==> src/rtl/gr_pkg.sv <==
// ----------------------------------------------------------------------------
// Graph reachability package
// Types and constants shared by the graph reachability block.
// ----------------------------------------------------------------------------
package gr_pkg;

  localparam int NODE_COUNT = 32;
  localparam int NODE_W     = $clog2(NODE_COUNT);
  localparam int FIELD_W    = 5;
  localparam int KIND_W     = 2;

  typedef logic [NODE_W-1:0]     node_t;
  typedef logic [NODE_COUNT-1:0] row_t;
  typedef logic [FIELD_W-1:0]    field_t;

  typedef enum logic [KIND_W-1:0] {
    KIND_ADD   = 2'd0,
    KIND_QUERY = 2'd1,
    KIND_CLEAR = 2'd2
  } kind_e;

  typedef enum logic [1:0] {
    ST_IDLE,
    ST_SEARCH,
    ST_RESULT
  } state_e;

  // Write command to the adjacency store.
  typedef struct packed {
    logic  add;
    logic  clr;
    node_t row;
    node_t col;
  } adj_cmd_t;

  // Status of the breadth search engine.
  typedef struct packed {
    logic done;
    logic hit;
  } bfs_status_t;

  // True when a node field names an existing node.
  function automatic logic node_in_range(field_t n);
    return ({1'b0, n} < (FIELD_W + 1)'(NODE_COUNT));
  endfunction

endpackage

==> src/rtl/gr_if.sv <==
// ----------------------------------------------------------------------------
// Graph reachability channel interfaces
// Valid/ready channels for request and response transactions.
// ----------------------------------------------------------------------------
interface gr_req_if;
  import gr_pkg::*;

  logic                valid;
  logic                ready;
  logic [KIND_W-1:0]   kind;
  logic [FIELD_W-1:0]  source_node;
  logic [FIELD_W-1:0]  target_node;

  modport source (output valid, kind, source_node, target_node, input ready);
  modport sink   (input valid, kind, source_node, target_node, output ready);
endinterface

interface gr_rsp_if;
  logic valid;
  logic ready;
  logic connected;

  modport source (output valid, connected, input ready);
  modport sink   (input valid, connected, output ready);
endinterface

==> src/rtl/gr_adj_store.sv <==
// ----------------------------------------------------------------------------
// Adjacency store
// One row of outgoing edges per node, with a valid bit per row so that a
// clear empties every row at once.
// ----------------------------------------------------------------------------
module gr_adj_store (
  input  logic             clk_i,
  input  logic             rst_ni,
  input  gr_pkg::adj_cmd_t cmd_i,
  input  gr_pkg::node_t    rd_addr_i,
  output gr_pkg::row_t     rd_data_o
);
  import gr_pkg::*;

  row_t rows_q [NODE_COUNT];
  row_t row_valid_q;
  row_t wr_row;

  always_comb begin
    wr_row = row_valid_q[cmd_i.row] ? rows_q[cmd_i.row] : '0;
    wr_row[cmd_i.col] = 1'b1;
  end

  always_ff @(posedge clk_i or negedge rst_ni) begin
    if (!rst_ni) begin
      row_valid_q <= '0;
    end else if (cmd_i.clr) begin
      row_valid_q <= '0;
    end else if (cmd_i.add) begin
      row_valid_q[cmd_i.row] <= 1'b1;
    end
  end

  always_ff @(posedge clk_i) begin
    if (cmd_i.add && !cmd_i.clr) begin
      rows_q[cmd_i.row] <= wr_row;
    end
  end

  assign rd_data_o = row_valid_q[rd_addr_i] ? rows_q[rd_addr_i] : '0;

endmodule

==> src/rtl/gr_bfs.sv <==
// ----------------------------------------------------------------------------
// Breadth search engine
// Holds the reached set and, while step_i is high, expands one pending node
// per cycle by merging its adjacency row into the reached set.
// ----------------------------------------------------------------------------
module gr_bfs (
  input  logic                clk_i,
  input  logic                rst_ni,
  input  logic                start_i,
  input  logic                step_i,
  input  gr_pkg::node_t       src_i,
  input  gr_pkg::node_t       dst_i,
  output gr_pkg::node_t       row_addr_o,
  input  gr_pkg::row_t        row_data_i,
  output gr_pkg::bfs_status_t status_o
);
  import gr_pkg::*;

  row_t  visited_q, visited_d;
  row_t  expanded_q, expanded_d;
  node_t dst_q;
  row_t  pending;
  row_t  lowest;
  node_t pick;

  always_comb begin
    pending = visited_q & ~expanded_q;
    lowest  = pending & (~pending + row_t'(1));
    pick    = '0;
    for (int i = 0; i < NODE_COUNT; i++) begin
      if (lowest[i]) begin
        pick = pick | node_t'(i);
      end
    end
  end

  assign status_o.hit  = visited_q[dst_q];
  assign status_o.done = visited_q[dst_q] || (pending == '0);
  assign row_addr_o    = pick;

  always_comb begin
    visited_d  = visited_q;
    expanded_d = expanded_q;
    if (start_i) begin
      visited_d        = '0;
      visited_d[src_i] = 1'b1;
      expanded_d       = '0;
    end else if (step_i && !status_o.done) begin
      visited_d  = visited_q | row_data_i;
      expanded_d = expanded_q | lowest;
    end
  end

  always_ff @(posedge clk_i or negedge rst_ni) begin
    if (!rst_ni) begin
      visited_q  <= '0;
      expanded_q <= '0;
    end else begin
      visited_q  <= visited_d;
      expanded_q <= expanded_d;
    end
  end

  always_ff @(posedge clk_i) begin
    if (start_i) begin
      dst_q <= dst_i;
    end
  end

endmodule

==> src/rtl/graph_reachability_query_top.sv <==
// ----------------------------------------------------------------------------
// Graph reachability query top level
// Keeps a directed graph of up to 32 nodes and answers reachability queries.
// ----------------------------------------------------------------------------
// Requests arrive on req_i as transactions carrying a kind, a source node and
// a target node. An add transaction sets one edge and a clear transaction
// removes all edges; both finish in the accepting cycle and give no response.
// A query transaction gives one response on rsp_o with the connected flag.
// A query expands one reached node per cycle through the adjacency store
// read port until the target is reached or no node is pending, and req_i is
// not ready until the response is loaded. A query naming a node outside the
// graph skips the search and answers 0.
// The response sits in an output register. If the receiver stalls, an add or
// clear is still taken, but a finished query waits until the register frees.
// Reset empties the graph and drops any pending response.
// ----------------------------------------------------------------------------
module graph_reachability_query_top (
  input  logic   clk_i,
  input  logic   rst_ni,
  gr_req_if.sink   req_i,
  gr_rsp_if.source rsp_o
);
  import gr_pkg::*;

  state_e      state_q, state_d;
  logic        res_q, res_d;
  logic        out_valid_q, out_valid_d;
  logic        out_data_q, out_data_d;
  adj_cmd_t    cmd;
  logic        start;
  logic        step;
  node_t       row_addr;
  row_t        row_data;
  bfs_status_t status;
  logic        req_fire;
  logic        in_range;

  assign req_fire = req_i.valid && req_i.ready;
  assign in_range = node_in_range(req_i.source_node) && node_in_range(req_i.target_node);

  gr_adj_store u_store (
    .clk_i     (clk_i),
    .rst_ni    (rst_ni),
    .cmd_i     (cmd),
    .rd_addr_i (row_addr),
    .rd_data_o (row_data)
  );

  gr_bfs u_bfs (
    .clk_i      (clk_i),
    .rst_ni     (rst_ni),
    .start_i    (start),
    .step_i     (step),
    .src_i      (node_t'(req_i.source_node)),
    .dst_i      (node_t'(req_i.target_node)),
    .row_addr_o (row_addr),
    .row_data_i (row_data),
    .status_o   (status)
  );

  always_comb begin
    state_d     = state_q;
    res_d       = res_q;
    out_valid_d = out_valid_q && !rsp_o.ready;
    out_data_d  = out_data_q;
    cmd         = '0;
    cmd.row     = node_t'(req_i.source_node);
    cmd.col     = node_t'(req_i.target_node);
    start       = 1'b0;
    step        = 1'b0;
    case (state_q)
      ST_IDLE: begin
        if (req_fire) begin
          case (req_i.kind)
            KIND_ADD: begin
              cmd.add = in_range;
            end
            KIND_CLEAR: begin
              cmd.clr = 1'b1;
            end
            KIND_QUERY: begin
              if (in_range) begin
                start   = 1'b1;
                state_d = ST_SEARCH;
              end else begin
                res_d   = 1'b0;
                state_d = ST_RESULT;
              end
            end
            default: begin
            end
          endcase
        end
      end
      ST_SEARCH: begin
        step = 1'b1;
        if (status.done) begin
          res_d   = status.hit;
          state_d = ST_RESULT;
        end
      end
      ST_RESULT: begin
        if (!out_valid_q || rsp_o.ready) begin
          out_valid_d = 1'b1;
          out_data_d  = res_q;
          state_d     = ST_IDLE;
        end
      end
      default: begin
        state_d = ST_IDLE;
      end
    endcase
  end

  always_ff @(posedge clk_i or negedge rst_ni) begin
    if (!rst_ni) begin
      state_q     <= ST_IDLE;
      out_valid_q <= 1'b0;
    end else begin
      state_q     <= state_d;
      out_valid_q <= out_valid_d;
    end
  end

  always_ff @(posedge clk_i) begin
    res_q      <= res_d;
    out_data_q <= out_data_d;
  end

  assign req_i.ready     = (state_q == ST_IDLE);
  assign rsp_o.valid     = out_valid_q;
  assign rsp_o.connected = out_data_q;

endmodule

==> src/flat_wrapper.sv <==
// flat-port wrapper written by rule: the top's interface ports become plain ports
module graph_reachability_query_top_flat import gr_pkg::*;
  (clk_i, rst_ni, req_i_valid, req_i_kind, req_i_source_node, req_i_target_node, req_i_ready, rsp_o_valid, rsp_o_connected, rsp_o_ready);
  gr_req_if req_i_i ();
  gr_rsp_if rsp_o_i ();
  input  logic clk_i;
  input  logic rst_ni;
  input wire logic [$bits(req_i_i.valid)-1:0] req_i_valid;
  input wire logic [$bits(req_i_i.kind)-1:0] req_i_kind;
  input wire logic [$bits(req_i_i.source_node)-1:0] req_i_source_node;
  input wire logic [$bits(req_i_i.target_node)-1:0] req_i_target_node;
  output wire logic [$bits(req_i_i.ready)-1:0] req_i_ready;
  output wire logic [$bits(rsp_o_i.valid)-1:0] rsp_o_valid;
  output wire logic [$bits(rsp_o_i.connected)-1:0] rsp_o_connected;
  input wire logic [$bits(rsp_o_i.ready)-1:0] rsp_o_ready;
  assign req_i_i.valid = req_i_valid;
  assign req_i_i.kind = req_i_kind;
  assign req_i_i.source_node = req_i_source_node;
  assign req_i_i.target_node = req_i_target_node;
  assign req_i_ready = req_i_i.ready;
  assign rsp_o_valid = rsp_o_i.valid;
  assign rsp_o_connected = rsp_o_i.connected;
  assign rsp_o_i.ready = rsp_o_ready;
  graph_reachability_query_top u_core (.clk_i(clk_i), .rst_ni(rst_ni), .req_i(req_i_i), .rsp_o(rsp_o_i));
endmodule
==> config.mk <==
export PLATFORM = sky130hd
export DESIGN_NAME = graph_reachability_query_top_flat
export DESIGN_NICKNAME = d
export VERILOG_FILES = /design/src/rtl/gr_pkg.sv /design/src/rtl/gr_if.sv /design/src/rtl/gr_adj_store.sv /design/src/rtl/gr_bfs.sv /design/src/rtl/graph_reachability_query_top.sv /design/src/flat_wrapper.sv
export SDC_FILE = /design/constraint.sdc
export NUM_CORES = 2
export LEC_CHECK = 0
export BUFFER_PORTS_ARGS = -buffer_cell sky130_fd_sc_hd__buf_2
export CORE_MARGIN = 5
export CORE_UTILIZATION = 40
export DETAILED_ROUTE_END_ITERATION = 8
export GPL_ROUTABILITY_DRIVEN = 0
export GPL_TIMING_DRIVEN = 1
export REMOVE_ABC_BUFFERS = 1
export SLEW_MARGIN = 20
export SYNTH_ARGS = -nofsm -noshare
export SYNTH_HDL_FRONTEND = slang
export SYNTH_HIERARCHICAL = 1
export SYNTH_SLANG_ARGS = --single-unit
==> constraint.sdc <==
create_clock -name clk_i -period 7.2 [get_ports clk_i]
set_clock_uncertainty 0.05 [all_clocks]
set_input_delay 1.8 -clock clk_i [delete_from_list [all_inputs] [get_ports clk_i]]
set_output_delay 1.8 -clock clk_i [all_outputs]
set_load 0.03 [all_outputs]
==> results.cfg <==
[outcome]
outcome = complete, no violations

[critical_path]
cp-startpoint = u_core/u_bfs/visited_q[26]
cp-start-kind = flop
cp_num_cells = 16
crit_path_end_kind = flop
endpoint = u_core/u_bfs/visited_q[16]
cp.required_ns = 7.80
path_max_fanout = 32
r2r_end = u_core/u_bfs/visited_q[16]
cp_cell_sequence = nor2b_1 -> nor4b_2 -> nand2_1 -> nor4b_1 -> o21ai_0 -> a31o_1 -> nand4_1 -> nor2b_4 -> and3_1 -> a31oi_1 -> nand4_1 -> buf_4 -> and3_1 -> nor2_1 -> o21ai_0 -> o21a_1
arrival_ns = 6.11
critPathKind = reg -> reg
critical_path_buf_inv_count = 1
ff2ff_path_depth = 16
critPathSlowestCell = nor2b_4
cp_top_family = simple AND/OR/NAND/NOR gates
timing.rr.start = u_core/u_bfs/visited_q[26]
reg2reg_setup_slack_ns = 1.69
slowest_delay_ns = 0.97

[final_layout]
post-route-cell-area_sq_um = 60000
layout-drive-gt1-share = 0.237
finalNonFillerCells = 5070
finalNetCount = 3215
fillCellCount = 11600
syn2layout_area_growth_pct = 11.8

[timing]
hold_viol_final = 0
slew_viol_final = 0
rsz0062_at_grt = no
fmax_ghz = 0.182
tightest_slew_ns = 1.19
fin_crit_ns = 5.51
timing.final.crit_share = 0.765
holdWs_ns = 0.372
setup_violations = 0
tns_ns = 0
slew-limit-headroom = 0.207

[drt]
wl_per_cell_um = 34.0
num_vias = 33800
drc = 0
ant_nets = 0
drt-initial-drc-count = 4875
drtPass1Iterations = 6
routed_via_density = 6.67
routed_wl_um = 173000

[placed_design]
dp_hpwl_um = 94300
place_area_sq_um = 56100
dp.cells = 4847
port_buffers = 18

[clocking]
tritoncts = yes
post_cts_buffers = 0
cts_hold_buf = 0
path_clk_slew_ns = 0.06
cts-htree-levels = 3
clock_sinks = 1130
cts.path.max_buffers = 3
post_cts_resized = 0
clock_latency_ns = 0.72
cts_root_buf = clkbuf_16
cts_buffers = 117

[synthesis]
synth_area_leaders = edfxtp_1 (58%), mux4_2 (16%), mux2i_1 (5.1%), dfrtp_1 (4.6%), a22oi_1 (2.4%)
synth_top_area_frac = 0.577
synth-seq-cells = 1130
synth_top_cell_by_area = edfxtp_1
netlist_top_cells_count = edfxtp_1 (1031), mux4_2 (393), mux2i_1 (274)
synth-main-ff-cell = edfxtp_1
synth_edf_count = 1031
ys_types = 73
syn-cell-area_sq_um = 53700
syn_area_per_cell_sq_um = 16.8
ys_seq_area_frac = 0.623
synth_cells = 3203
yosysMostFrequentCell = edfxtp_1
ys_async_sr_fraction = 0.0876
yosysWarnings = 6

[global_route]
grt_pass1_vias = 33100
grt_overflow = 0
grt_max_degree = 126
grt.total_usage = 0.239
grt_pass1_wl_um = 245000
antenna_found_initial = 7

[floorplanning]
rows = 134
core_sq_um = 133000
fp.dieW_um = 376
initial_utilization = 0.402
io_pins = 19
die-area_sq_um = 142000
die_h_um = 376

[hold_path]
min_path_type = reg -> reg

[job]
cap_viol_max_count = 0
## per-layer routing
| metal | vias up | GRT usage | wire (um) |
|---|---|---|---|
| met2 | 2039 | 0.366 | 78600 |
| met3 | 313 | 0.0494 | 18900 |
| met4 | 8 | 0.0815 | 6100 |
| met1 | 18000 | 0.342 | 69000 |
| met5 | - | 0 | 51 |
| li1 | 13500 | - | - |
## worst reg2reg max path: stages (launching register included)
cell	delay [ns]
dfrtp_1	0.42
nor2b_1	0.21
nor4b_2	0.52
nand2_1	0.15
nor4b_1	0.46
o21ai_0	0.17
a31o_1	0.25
nand4_1	0.30
nor2b_4	0.97
and3_1	0.31
a31oi_1	0.04
nand4_1	0.14
buf_4	0.58
and3_1	0.48
nor2_1	0.08
o21ai_0	0.18
o21a_1	0.14
## cells by family (layout without fill, tap and decap cells)
kind of cell | count (synthesis) | after routing | synth area share
DFF | 1130 | 1130 | 0.623
buffers and inverters | 303 | 401 | 0.0286
and+or+nand+nor | 496 | 496 | 0.0480
AOI/OAI and AO/OA | 602 | 602 | 0.0820
other | 0 | 1 | 0
muxes | 672 | 672 | 0.218
## final cells by class
class / count / area [sq um] / share of cell area
inverters: 48 / 183 / 0.00304
multi-input cells: 1770 / 19100 / 0.318
flip-flops and latches: 1130 / 33400 / 0.557
clock inverters: 74 / 704 / 0.0117
well taps: 1768 / 2210 / 0.0369
repair buffers: 132 / 1240 / 0.0207
diodes: 1 / 2.50 / 0.0000417
clock buffers: 147 / 3120 / 0.0521
## flip-flops by register name (all words and copies together) (netlist names)
signal                      flops
u_core/u_store/rows_q        1024
u_core/u_bfs/dst_q              5
u_core/u_store/row_valid_q     32
u_core/state_q                  2
u_core/rsp_o.valid              1
u_core/u_bfs/expanded_q        32
u_core/rsp_o.connected          1
u_core/res_q                    1
u_core/u_bfs/visited_q         32
## through the flow
| stage | util | worst slack [ns] |
|---|---|---|
| finish | 0.450 | 1.69 |
| global route | 0.450 | 1.53 |
| CTS | 0.449 | 1.74 |
| detailed placement | 0.420 | 1.44 |
| global placement | 0.420 | 1.45 |
| floorplan | - | -26.86 |
## cell usage in the layout (no fill, tap or decap), types with 41 or more instances in the layout
| cell | netlist | final |
|---|---|---|
| a22oi_1 | 168 | 168 |
| mux2i_1 | 274 | 274 |
| and3_1 | 44 | 43 |
| dfrtp_1 | 99 | 99 |
| edfxtp_1 | 1031 | 1031 |
| nand3_1 | 41 | 41 |
| mux4_2 | 393 | 393 |
| nor2_1 | 140 | 107 |
| buf_4 | 21 | 93 |
| a21oi_1 | 42 | 42 |
| clkbuf_16 | 0 | 120 |
| o21ai_0 | 103 | 90 |
| inv_1 | 45 | 45 |
| a221oi_1 | 117 | 117 |
| nand2_1 | 85 | 85 |
## how the worst min path moves through the flow
stage	start	to	cells after the start
after floorplan	u_core/res_q	u_core/rsp_o.connected	0
after global placement	u_core/res_q	u_core/rsp_o.connected	0
after detailed placement	u_core/res_q	u_core/rsp_o.connected	0
after CTS	u_core/res_q	u_core/rsp_o.connected	0
after global routing	u_core/res_q	u_core/rsp_o.connected	0
final	u_core/res_q	u_core/rsp_o.connected	0
Power is not shown: default switching activity piles up to over one toggle a cycle in this logic, so the estimate is an artifact.
